**src/adex_neuron_update_defines.svh**
```systemverilog
// Assertion macros shared by the neuron update block
`ifndef ADEX_NEURON_UPDATE_DEFINES_SVH
`define ADEX_NEURON_UPDATE_DEFINES_SVH

// Check that a condition holds in the same cycle as its trigger
`define ADEX_ASSERT_NOW(label, clk, rst, ante, cons, msg) \
  label: assert property (@(posedge clk) disable iff (rst) (ante) |-> (cons)) \
    else $error(msg);

// Check that a condition holds in the cycle after its trigger
`define ADEX_ASSERT_NEXT(label, clk, rst, ante, cons, msg) \
  label: assert property (@(posedge clk) disable iff (rst) (ante) |=> (cons)) \
    else $error(msg);

`endif

```
**src/adex_pkg.sv**
```systemverilog
// Types, constants and helper functions for the neuron update block
package adex_pkg;

  localparam int NEURONS     = 1024;
  localparam int SUBSTEPS    = 10;
  localparam int SLOPE_SHIFT = 1;
  localparam int FRAC_BITS   = 16;

  localparam int ADDR_W    = $clog2(NEURONS);
  localparam int SUB_W     = (SUBSTEPS > 1) ? $clog2(SUBSTEPS) : 1;
  localparam int IDX_W     = 10;
  localparam int DATA_W    = 32;
  localparam int CFG_IDX_W = 4;

  // fraction of the base-2 exponent realigned to 16 bits
  localparam int F16_DN = (FRAC_BITS >= 16) ? FRAC_BITS - 16 : 0;
  localparam int F16_UP = (FRAC_BITS < 16) ? 16 - FRAC_BITS : 0;

  typedef logic [CFG_IDX_W-1:0] cfg_idx_t;

  localparam cfg_idx_t REG_LEAK      = 4'd0;
  localparam cfg_idx_t REG_REST      = 4'd1;
  localparam cfg_idx_t REG_THRESHOLD = 4'd2;
  localparam cfg_idx_t REG_SPIKE     = 4'd3;
  localparam cfg_idx_t REG_COUPLING  = 4'd4;
  localparam cfg_idx_t REG_INCREMENT = 4'd5;
  localparam cfg_idx_t REG_STEP_CAP  = 4'd6;
  localparam cfg_idx_t REG_STEP_TAU  = 4'd7;

  localparam logic signed [31:0] RST_LEAK      = 32'sd1966080;
  localparam logic signed [31:0] RST_REST      = -32'sd4626842;
  localparam logic signed [31:0] RST_THRESHOLD = -32'sd3303014;
  localparam logic signed [31:0] RST_SPIKE     = 32'sd1310720;
  localparam logic signed [31:0] RST_COUPLING  = 32'sd262144;

  localparam logic signed [31:0] LOG2E_Q30   = 32'sd1549082005;
  localparam logic signed [32:0] EXP_ARG_MAX = 33'(10 * (1 << FRAC_BITS));
  localparam logic signed [32:0] EXP_ARG_MIN = 33'(-16 * (1 << FRAC_BITS));

  typedef struct packed {
    logic [IDX_W-1:0]         neuron_index;
    logic signed [DATA_W-1:0] input_current;
    logic                     disabled;
  } in_item_t;

  typedef struct packed {
    logic [IDX_W-1:0]         result_index;
    logic                     fired;
    logic signed [DATA_W-1:0] new_voltage;
    logic signed [DATA_W-1:0] new_adaptation;
  } out_item_t;

  typedef struct packed {
    logic signed [DATA_W-1:0] leak_conductance;
    logic signed [DATA_W-1:0] rest_potential;
    logic signed [DATA_W-1:0] threshold_potential;
    logic signed [DATA_W-1:0] spike_potential;
    logic signed [DATA_W-1:0] subthreshold_coupling;
    logic signed [DATA_W-1:0] spike_increment;
    logic signed [DATA_W-1:0] step_over_capacitance;
    logic signed [DATA_W-1:0] step_over_tau;
  } cfg_regs_t;

  function automatic logic signed [31:0] sat32(input logic signed [65:0] v);
    if (v > 66'sd2147483647) begin
      return 32'sh7FFFFFFF;
    end else if (v < -66'sd2147483648) begin
      return 32'sh80000000;
    end
    return 32'(v);
  endfunction

  // 2^(i/16) in Q16, seventeen points
  function automatic logic [17:0] pow2_frac(input logic [4:0] i);
    logic [17:0] m;
    unique case (i)
      5'd0:    m = 18'd65536;
      5'd1:    m = 18'd68438;
      5'd2:    m = 18'd71468;
      5'd3:    m = 18'd74632;
      5'd4:    m = 18'd77936;
      5'd5:    m = 18'd81386;
      5'd6:    m = 18'd84990;
      5'd7:    m = 18'd88752;
      5'd8:    m = 18'd92682;
      5'd9:    m = 18'd96785;
      5'd10:   m = 18'd101070;
      5'd11:   m = 18'd105545;
      5'd12:   m = 18'd110218;
      5'd13:   m = 18'd115098;
      5'd14:   m = 18'd120194;
      5'd15:   m = 18'd125515;
      default: m = 18'd131072;
    endcase
    return m;
  endfunction

endpackage

```
**src/adex_mul.sv**
```systemverilog
// Shared signed 32x32 multiplier with registered product
module adex_mul import adex_pkg::*; (
  input  logic                     clk,
  input  logic signed [DATA_W-1:0] a,
  input  logic signed [DATA_W-1:0] b,
  output logic signed [63:0]       p
);

  always_ff @(posedge clk) begin
    p <= a * b;
  end

endmodule

```
**src/adex_core.sv**
```systemverilog
// Euler substep sequencer around the shared multiplier
module adex_core import adex_pkg::*; (
  input  logic                     clk,
  input  logic                     rst,
  input  logic                     start,
  input  logic                     ack,
  input  logic signed [DATA_W-1:0] x_in,
  input  logic signed [DATA_W-1:0] w_in,
  input  logic signed [DATA_W-1:0] cur_in,
  input  cfg_regs_t                prm,
  output logic                     done,
  output logic                     fired,
  output logic signed [DATA_W-1:0] x_out,
  output logic signed [DATA_W-1:0] w_out
);

  typedef enum logic [3:0] {
    ST_IDLE, ST_PREP, ST_EXPARG, ST_TSPLIT, ST_LIN, ST_MANT,
    ST_ADAPT, ST_SUM, ST_VMUL, ST_WMUL, ST_UPD, ST_DONE
  } step_t;

  step_t step;
  logic [SUB_W-1:0] sub_cnt;
  logic signed [DATA_W-1:0] x, w, cur;
  logic signed [DATA_W-1:0] dv_r, u_r, lin_r, e_r, ad_r, sum_r, drive_r, vinc_r;
  logic signed [7:0] k_r;
  logic [15:0] f16_r;

  logic signed [DATA_W-1:0] op_a, op_b;
  logic signed [63:0] prod;

  adex_mul u_mul (.clk(clk), .a(op_a), .b(op_b), .p(prod));

  logic signed [32:0] diff_x, ud, us, u_cl;
  logic signed [DATA_W-1:0] dv_c, prod_sat, lin_c, expp_c, drive_c, xn, wn, wb, e_c;
  logic signed [63:0] t_c, prod_q, neg;
  logic [FRAC_BITS-1:0] tf;
  logic [15:0] f16_c;
  logic [17:0] tbl_lo, tbl_hi, tbl_d, mant;
  logic signed [9:0] s_c;
  logic [63:0] m_sh;
  logic signed [34:0] sum35;

  always_comb begin
    diff_x = 33'(x) - 33'(prm.rest_potential);
    dv_c   = sat32(66'(diff_x));
    ud     = 33'(x) - 33'(prm.threshold_potential);
    us     = ud >>> SLOPE_SHIFT;
    if (us > EXP_ARG_MAX) begin
      u_cl = EXP_ARG_MAX;
    end else if (us < EXP_ARG_MIN) begin
      u_cl = EXP_ARG_MIN;
    end else begin
      u_cl = us;
    end

    t_c   = prod >>> 30;
    tf    = t_c[FRAC_BITS-1:0];
    f16_c = 16'((32'(tf) << F16_UP) >> F16_DN);

    prod_q   = prod >>> FRAC_BITS;
    prod_sat = sat32(66'(prod_q));
    neg      = -prod;
    lin_c    = sat32(66'(neg >>> FRAC_BITS));

    tbl_lo = pow2_frac({1'b0, f16_r[15:12]});
    tbl_hi = pow2_frac({1'b0, f16_r[15:12]} + 5'd1);
    tbl_d  = tbl_hi - tbl_lo;
    mant   = tbl_lo + 18'(prod >> 12);

    // scale the mantissa by the integer part of the base-2 exponent
    s_c = 10'(k_r) + 10'(FRAC_BITS - 16);
    if (s_c >= 0) begin
      m_sh = 64'(mant) << s_c[8:0];
    end else begin
      m_sh = 64'(mant) >> (-s_c);
    end
    e_c = (m_sh > 64'd2147483647) ? 32'sh7FFFFFFF : 32'(m_sh);

    expp_c  = sat32(66'(prod_q) <<< SLOPE_SHIFT);
    sum35   = 35'(lin_r) + 35'(expp_c) - 35'(w) + 35'(cur);
    drive_c = sat32(66'(34'(ad_r) - 34'(w)));

    xn = sat32(66'(33'(x) + 33'(vinc_r)));
    wn = sat32(66'(33'(w) + 33'(prod_sat)));
    wb = sat32(66'(33'(wn) + 33'(prm.spike_increment)));
  end

  always_comb begin
    unique case (step)
      ST_EXPARG: begin
        op_a = u_r;
        op_b = LOG2E_Q30;
      end
      ST_TSPLIT: begin
        op_a = prm.leak_conductance;
        op_b = dv_r;
      end
      ST_LIN: begin
        op_a = {14'd0, tbl_d};
        op_b = {20'd0, f16_r[11:0]};
      end
      ST_MANT: begin
        op_a = prm.subthreshold_coupling;
        op_b = dv_r;
      end
      ST_ADAPT: begin
        op_a = prm.leak_conductance;
        op_b = e_r;
      end
      ST_VMUL: begin
        op_a = sum_r;
        op_b = prm.step_over_capacitance;
      end
      ST_WMUL: begin
        op_a = drive_r;
        op_b = prm.step_over_tau;
      end
      default: begin
        op_a = '0;
        op_b = '0;
      end
    endcase
  end

  always_ff @(posedge clk) begin
    if (rst) begin
      step <= ST_IDLE;
    end else begin
      unique case (step)
        ST_IDLE: begin
          if (start) begin
            x       <= x_in;
            w       <= w_in;
            cur     <= cur_in;
            fired   <= 1'b0;
            sub_cnt <= '0;
            step    <= ST_PREP;
          end
        end
        ST_PREP: begin
          dv_r <= dv_c;
          u_r  <= 32'(u_cl);
          step <= ST_EXPARG;
        end
        ST_EXPARG: step <= ST_TSPLIT;
        ST_TSPLIT: begin
          k_r   <= 8'(t_c >>> FRAC_BITS);
          f16_r <= f16_c;
          step  <= ST_LIN;
        end
        ST_LIN: begin
          lin_r <= lin_c;
          step  <= ST_MANT;
        end
        ST_MANT: begin
          e_r  <= e_c;
          step <= ST_ADAPT;
        end
        ST_ADAPT: begin
          ad_r <= prod_sat;
          step <= ST_SUM;
        end
        ST_SUM: begin
          sum_r   <= sat32(66'(sum35));
          drive_r <= drive_c;
          step    <= ST_VMUL;
        end
        ST_VMUL: step <= ST_WMUL;
        ST_WMUL: begin
          vinc_r <= prod_sat;
          step   <= ST_UPD;
        end
        ST_UPD: begin
          if (xn >= prm.spike_potential) begin
            // spike: back to rest, bump adaptation, stop early
            x     <= prm.rest_potential;
            w     <= wb;
            fired <= 1'b1;
            step  <= ST_DONE;
          end else begin
            x <= xn;
            w <= wn;
            if (sub_cnt == SUB_W'(SUBSTEPS - 1)) begin
              step <= ST_DONE;
            end else begin
              sub_cnt <= sub_cnt + 1'b1;
              step    <= ST_PREP;
            end
          end
        end
        ST_DONE: begin
          if (ack) begin
            step <= ST_IDLE;
          end
        end
        default: step <= ST_IDLE;
      endcase
    end
  end

  assign done  = (step == ST_DONE);
  assign x_out = x;
  assign w_out = w;

endmodule
```
**config.mk**
```make
export PLATFORM = sky130hd
export DESIGN_NAME = adex_core
export DESIGN_NICKNAME = d
export VERILOG_FILES = /design/src/adex_neuron_update_defines.svh /design/src/adex_pkg.sv /design/src/adex_mul.sv /design/src/adex_core.sv
export SDC_FILE = /design/constraint.sdc
export NUM_CORES = 2
export LEC_CHECK = 0
export ABC_CLOCK_PERIOD_IN_PS = 12100
export BUFFER_PORTS_ARGS = -buffer_cell sky130_fd_sc_hd__buf_4
export CAP_MARGIN = 20
export CELL_PAD_IN_SITES_DETAIL_PLACEMENT = 0
export CELL_PAD_IN_SITES_GLOBAL_PLACEMENT = 2
export CORE_ASPECT_RATIO = 1.2
export CORE_MARGIN = 1.5
export CORE_UTILIZATION = 37
export CTS_BUF_LIST = sky130_fd_sc_hd__clkbuf_4 sky130_fd_sc_hd__clkbuf_8
export DETAILED_ROUTE_END_ITERATION = 8
export GPL_ROUTABILITY_DRIVEN = 0
export PLACE_DENSITY_LB_ADDON = 0.12
export SYNTH_ARGS = -nofsm -noshare
export SYNTH_HDL_FRONTEND = slang
export SYNTH_SLANG_ARGS = --single-unit
```
**constraint.sdc**
```tcl
create_clock -name clk -period 12.1 [get_ports clk]
set_input_delay 1.21 -clock clk [delete_from_list [all_inputs] [get_ports clk]]
set_output_delay 1.21 -clock clk [all_outputs]
set_load 0.05 [all_outputs]
```
==> metrics <==
status completed; DP Cell Count 11700; Max Slew Vio Count 0; DRC Markers 0; # IOs 422; largest family of logic cells by synthesized area adder cells; fin nets 11100; Slew headroom 0.171; Pwr Density 140 mW/mm²; Synth Area in Compound Gates 0.150; minimum clock period 11.66 ns; Placement Setup Slack 0.0836 ns; Fin. Hold Viols 0; largest net degree at the start of global routing 65; Synth-to-Final Area Change 12.5%; Longest Clk Path Bufs 3; WHS 0.508 ns; H-tree depth 3; CP endpoint kind register; GRT met2 Usage 0.539; post-synthesis adder-cell area fraction 0.392; dpl hpwl 275 mm; Total GRT Usage 0.315; Overflow after GRT 0; dpl cell area 0.0834 mm²; first-pass GRT wire length 473 mm; Hold Buf Count CTS 0; Rows 182; Critical R2R Launch f16_r[12]; Slew @ Worst Pin 1.24 ns; post-route cell area 0.0854 mm²; Die ar. 0.208 mm²; total of max-cap violations 0; Lkg Pwr 0.0392 µW; most common cell after layout, fill and taps aside inv_1; DRT Pass-1 Iters 6; Clock Tree Root clkbuf_8; Hold/Removal Path Class reg -> reg; clk_lat worst skew 0.82 ns; worst hold start u_mul.p[48]; GRT Max-Usage Layer met2; via count 65300; Post-Synthesis Cells 8701; initial core utilization 0.371; crit start category register; final core occ 0.418; required time of the critical path 12.75 ns; Async S/R FF share, synth 0; sequential area share after synthesis 0.173; xor/xnor share of the synthesized area 0.0352; Post-Syn Nets 10700; met1 Use GR 0.375; worst path arrival time 12.31 ns; Synth Flop Type edfxtp_1; initial antenna violation count 13; worst-path fanout max 15; Crit Path Class reg -> reg; synthesized area per cell 8.73 µm²; most frequent cells in the layout 1603 x inv_1, 1225 x nand2_1, 1155 x fa_1, 680 x buf_4, 580 x nor2_1; max frequency 85.7 MHz; Simple-Gate Fraction of Synth Area 0.144; clk sinks 465; Die H 499 µm; Routed Antenna Nets 0; Core Region 0.204 mm²; number of DRC markers in iteration 0 4804; Routed WL 329 mm; final setup fails 0; CTS tree done; min setup slack post-route 0.436 ns; Synth Register Bits 465; count of flip-flops with a built-in enable after synthesis 381; IO buf count 421; Wirelength per Cell 27.8 µm; fin crit share 0.964; CP max-delay cell or4b_2; mux contribution to synthesized area 0.00534; worst setup path startpoint f16_r[12]; clk slew on worst S/H paths 0.06 ns; worst vdd ir 204 µV; fin cells 11800; grt met3 use 0.0375; Ys Warns 0; Synth Cell Area 0.0760 mm²; Most Frequent Cell on Critical Path fa_1; layout cell share with drive strength beyond 1 0.107; skew final 0.0602 ns; vias in the first global route 67800; chip width 417 µm; TritonCTS Buffers 82; Synth cell types 112; CP max stage delay 0.67 ns; DR vias/cell 5.52
[power by group]
group          switching [µW]  total (µW)  internal [µW]
logic                    5140        8130           2990
clock network             773        1690            915
registers                 164        2180           2010
[registers in the layout (all words and copies together), names as in the netlist, 32 cells and up]
register	cells
u_mul.p	64
ad_r	32
cur	32
drive_r	32
dv_r	32
e_r	32
lin_r	32
sum_r	32
u_r	32
vinc_r	32
w_out	32
x_out	32
[per-stage QoR]
stage | TNS [ns] | power (µW)
2_1_floorplan | 0 | 7630
3_3_place_gp | 0 | 10200
3_5_place_dp | 0 | 10200
4_1_cts | 0 | 12000
5_1_grt | -0.0396 | 12900
6_report | 0 | 12000
[kinds of logic after synthesis]
kind of cell	after synthesis
AO/OA/AOI/OAI	1706
XOR/XNOR	305
adder cells (fa/ha/maj)	1697
buffers and inverters	2008
flip-flops	465
multiplexers	37
other	1
AND/OR/NAND/NOR	2482
[Yosys cell counts, types with 84 or more instances]
| cell type | count | area, µm² |
|---|---|---|
| nand2_1 | 1226 | 4600 |
| o21ai_0 | 298 | 1490 |
| dfxtp_1 | 84 | 1680 |
| xnor2_1 | 193 | 1690 |
| nor2_1 | 585 | 2200 |
| clkbuf_1 | 344 | 1290 |
| nor3_1 | 117 | 586 |
| a21oi_1 | 469 | 2350 |
| fa_1 | 1155 | 23100 |
| nand3_1 | 114 | 571 |
| inv_1 | 1605 | 6020 |
| edfxtp_1 | 381 | 11400 |
| a21o_1 | 178 | 1340 |
| xor2_1 | 112 | 981 |
| a22oi_1 | 108 | 811 |
| ha_1 | 491 | 6140 |
[what timing repair did]
item                       CTS  global route
setup endpoints to repair    0            22
buffers inserted             0             6
resized for setup            0            26
[cell type report]
class                   instances  area [µm²]
multi-input cells            6228       55500
clock buffers                 103        1310
well taps                    2668        3340
flip-flops and latches        465       13100
repair buffers                704        5570
inverters                    1612        6050
clock inverters                47         493
fillers                     20800      119000
diodes                          4        10.0
[layer usage]
metal,vias to the layer above,share of wire
li1,29300,-
met1,32900,0.38
met2,2477,0.49
met3,618,0.055
met4,8,0.077
met5,-,0.00016
[critical path: cells and delay by family, from the launching register on]
| family | cells | cell delay [ns] |
|---|---|---|
| adder cells (fa/ha/maj) | 11 | 4.92 |
| AO/OA/AOI/OAI | 19 | 3.79 |
| AND/OR/NAND/NOR | 4 | 1.32 |
| buffers and inverters | 7 | 0.86 |
| flip-flops | 1 | 0.37 |
| XOR/XNOR | 2 | 0.24 |
[path summary, 6_finish.rpt]
path                      end  slack (ns)  cells past startpoint
setup / recovery  u_mul.p[59]        0.44                     43
hold / removal         k_r[2]        0.51                      0
setup reg to reg  u_mul.p[59]        0.44                     43
hold reg to reg        k_r[2]        0.51                      0
Note: power is estimated with default switching activity, not from simulation.
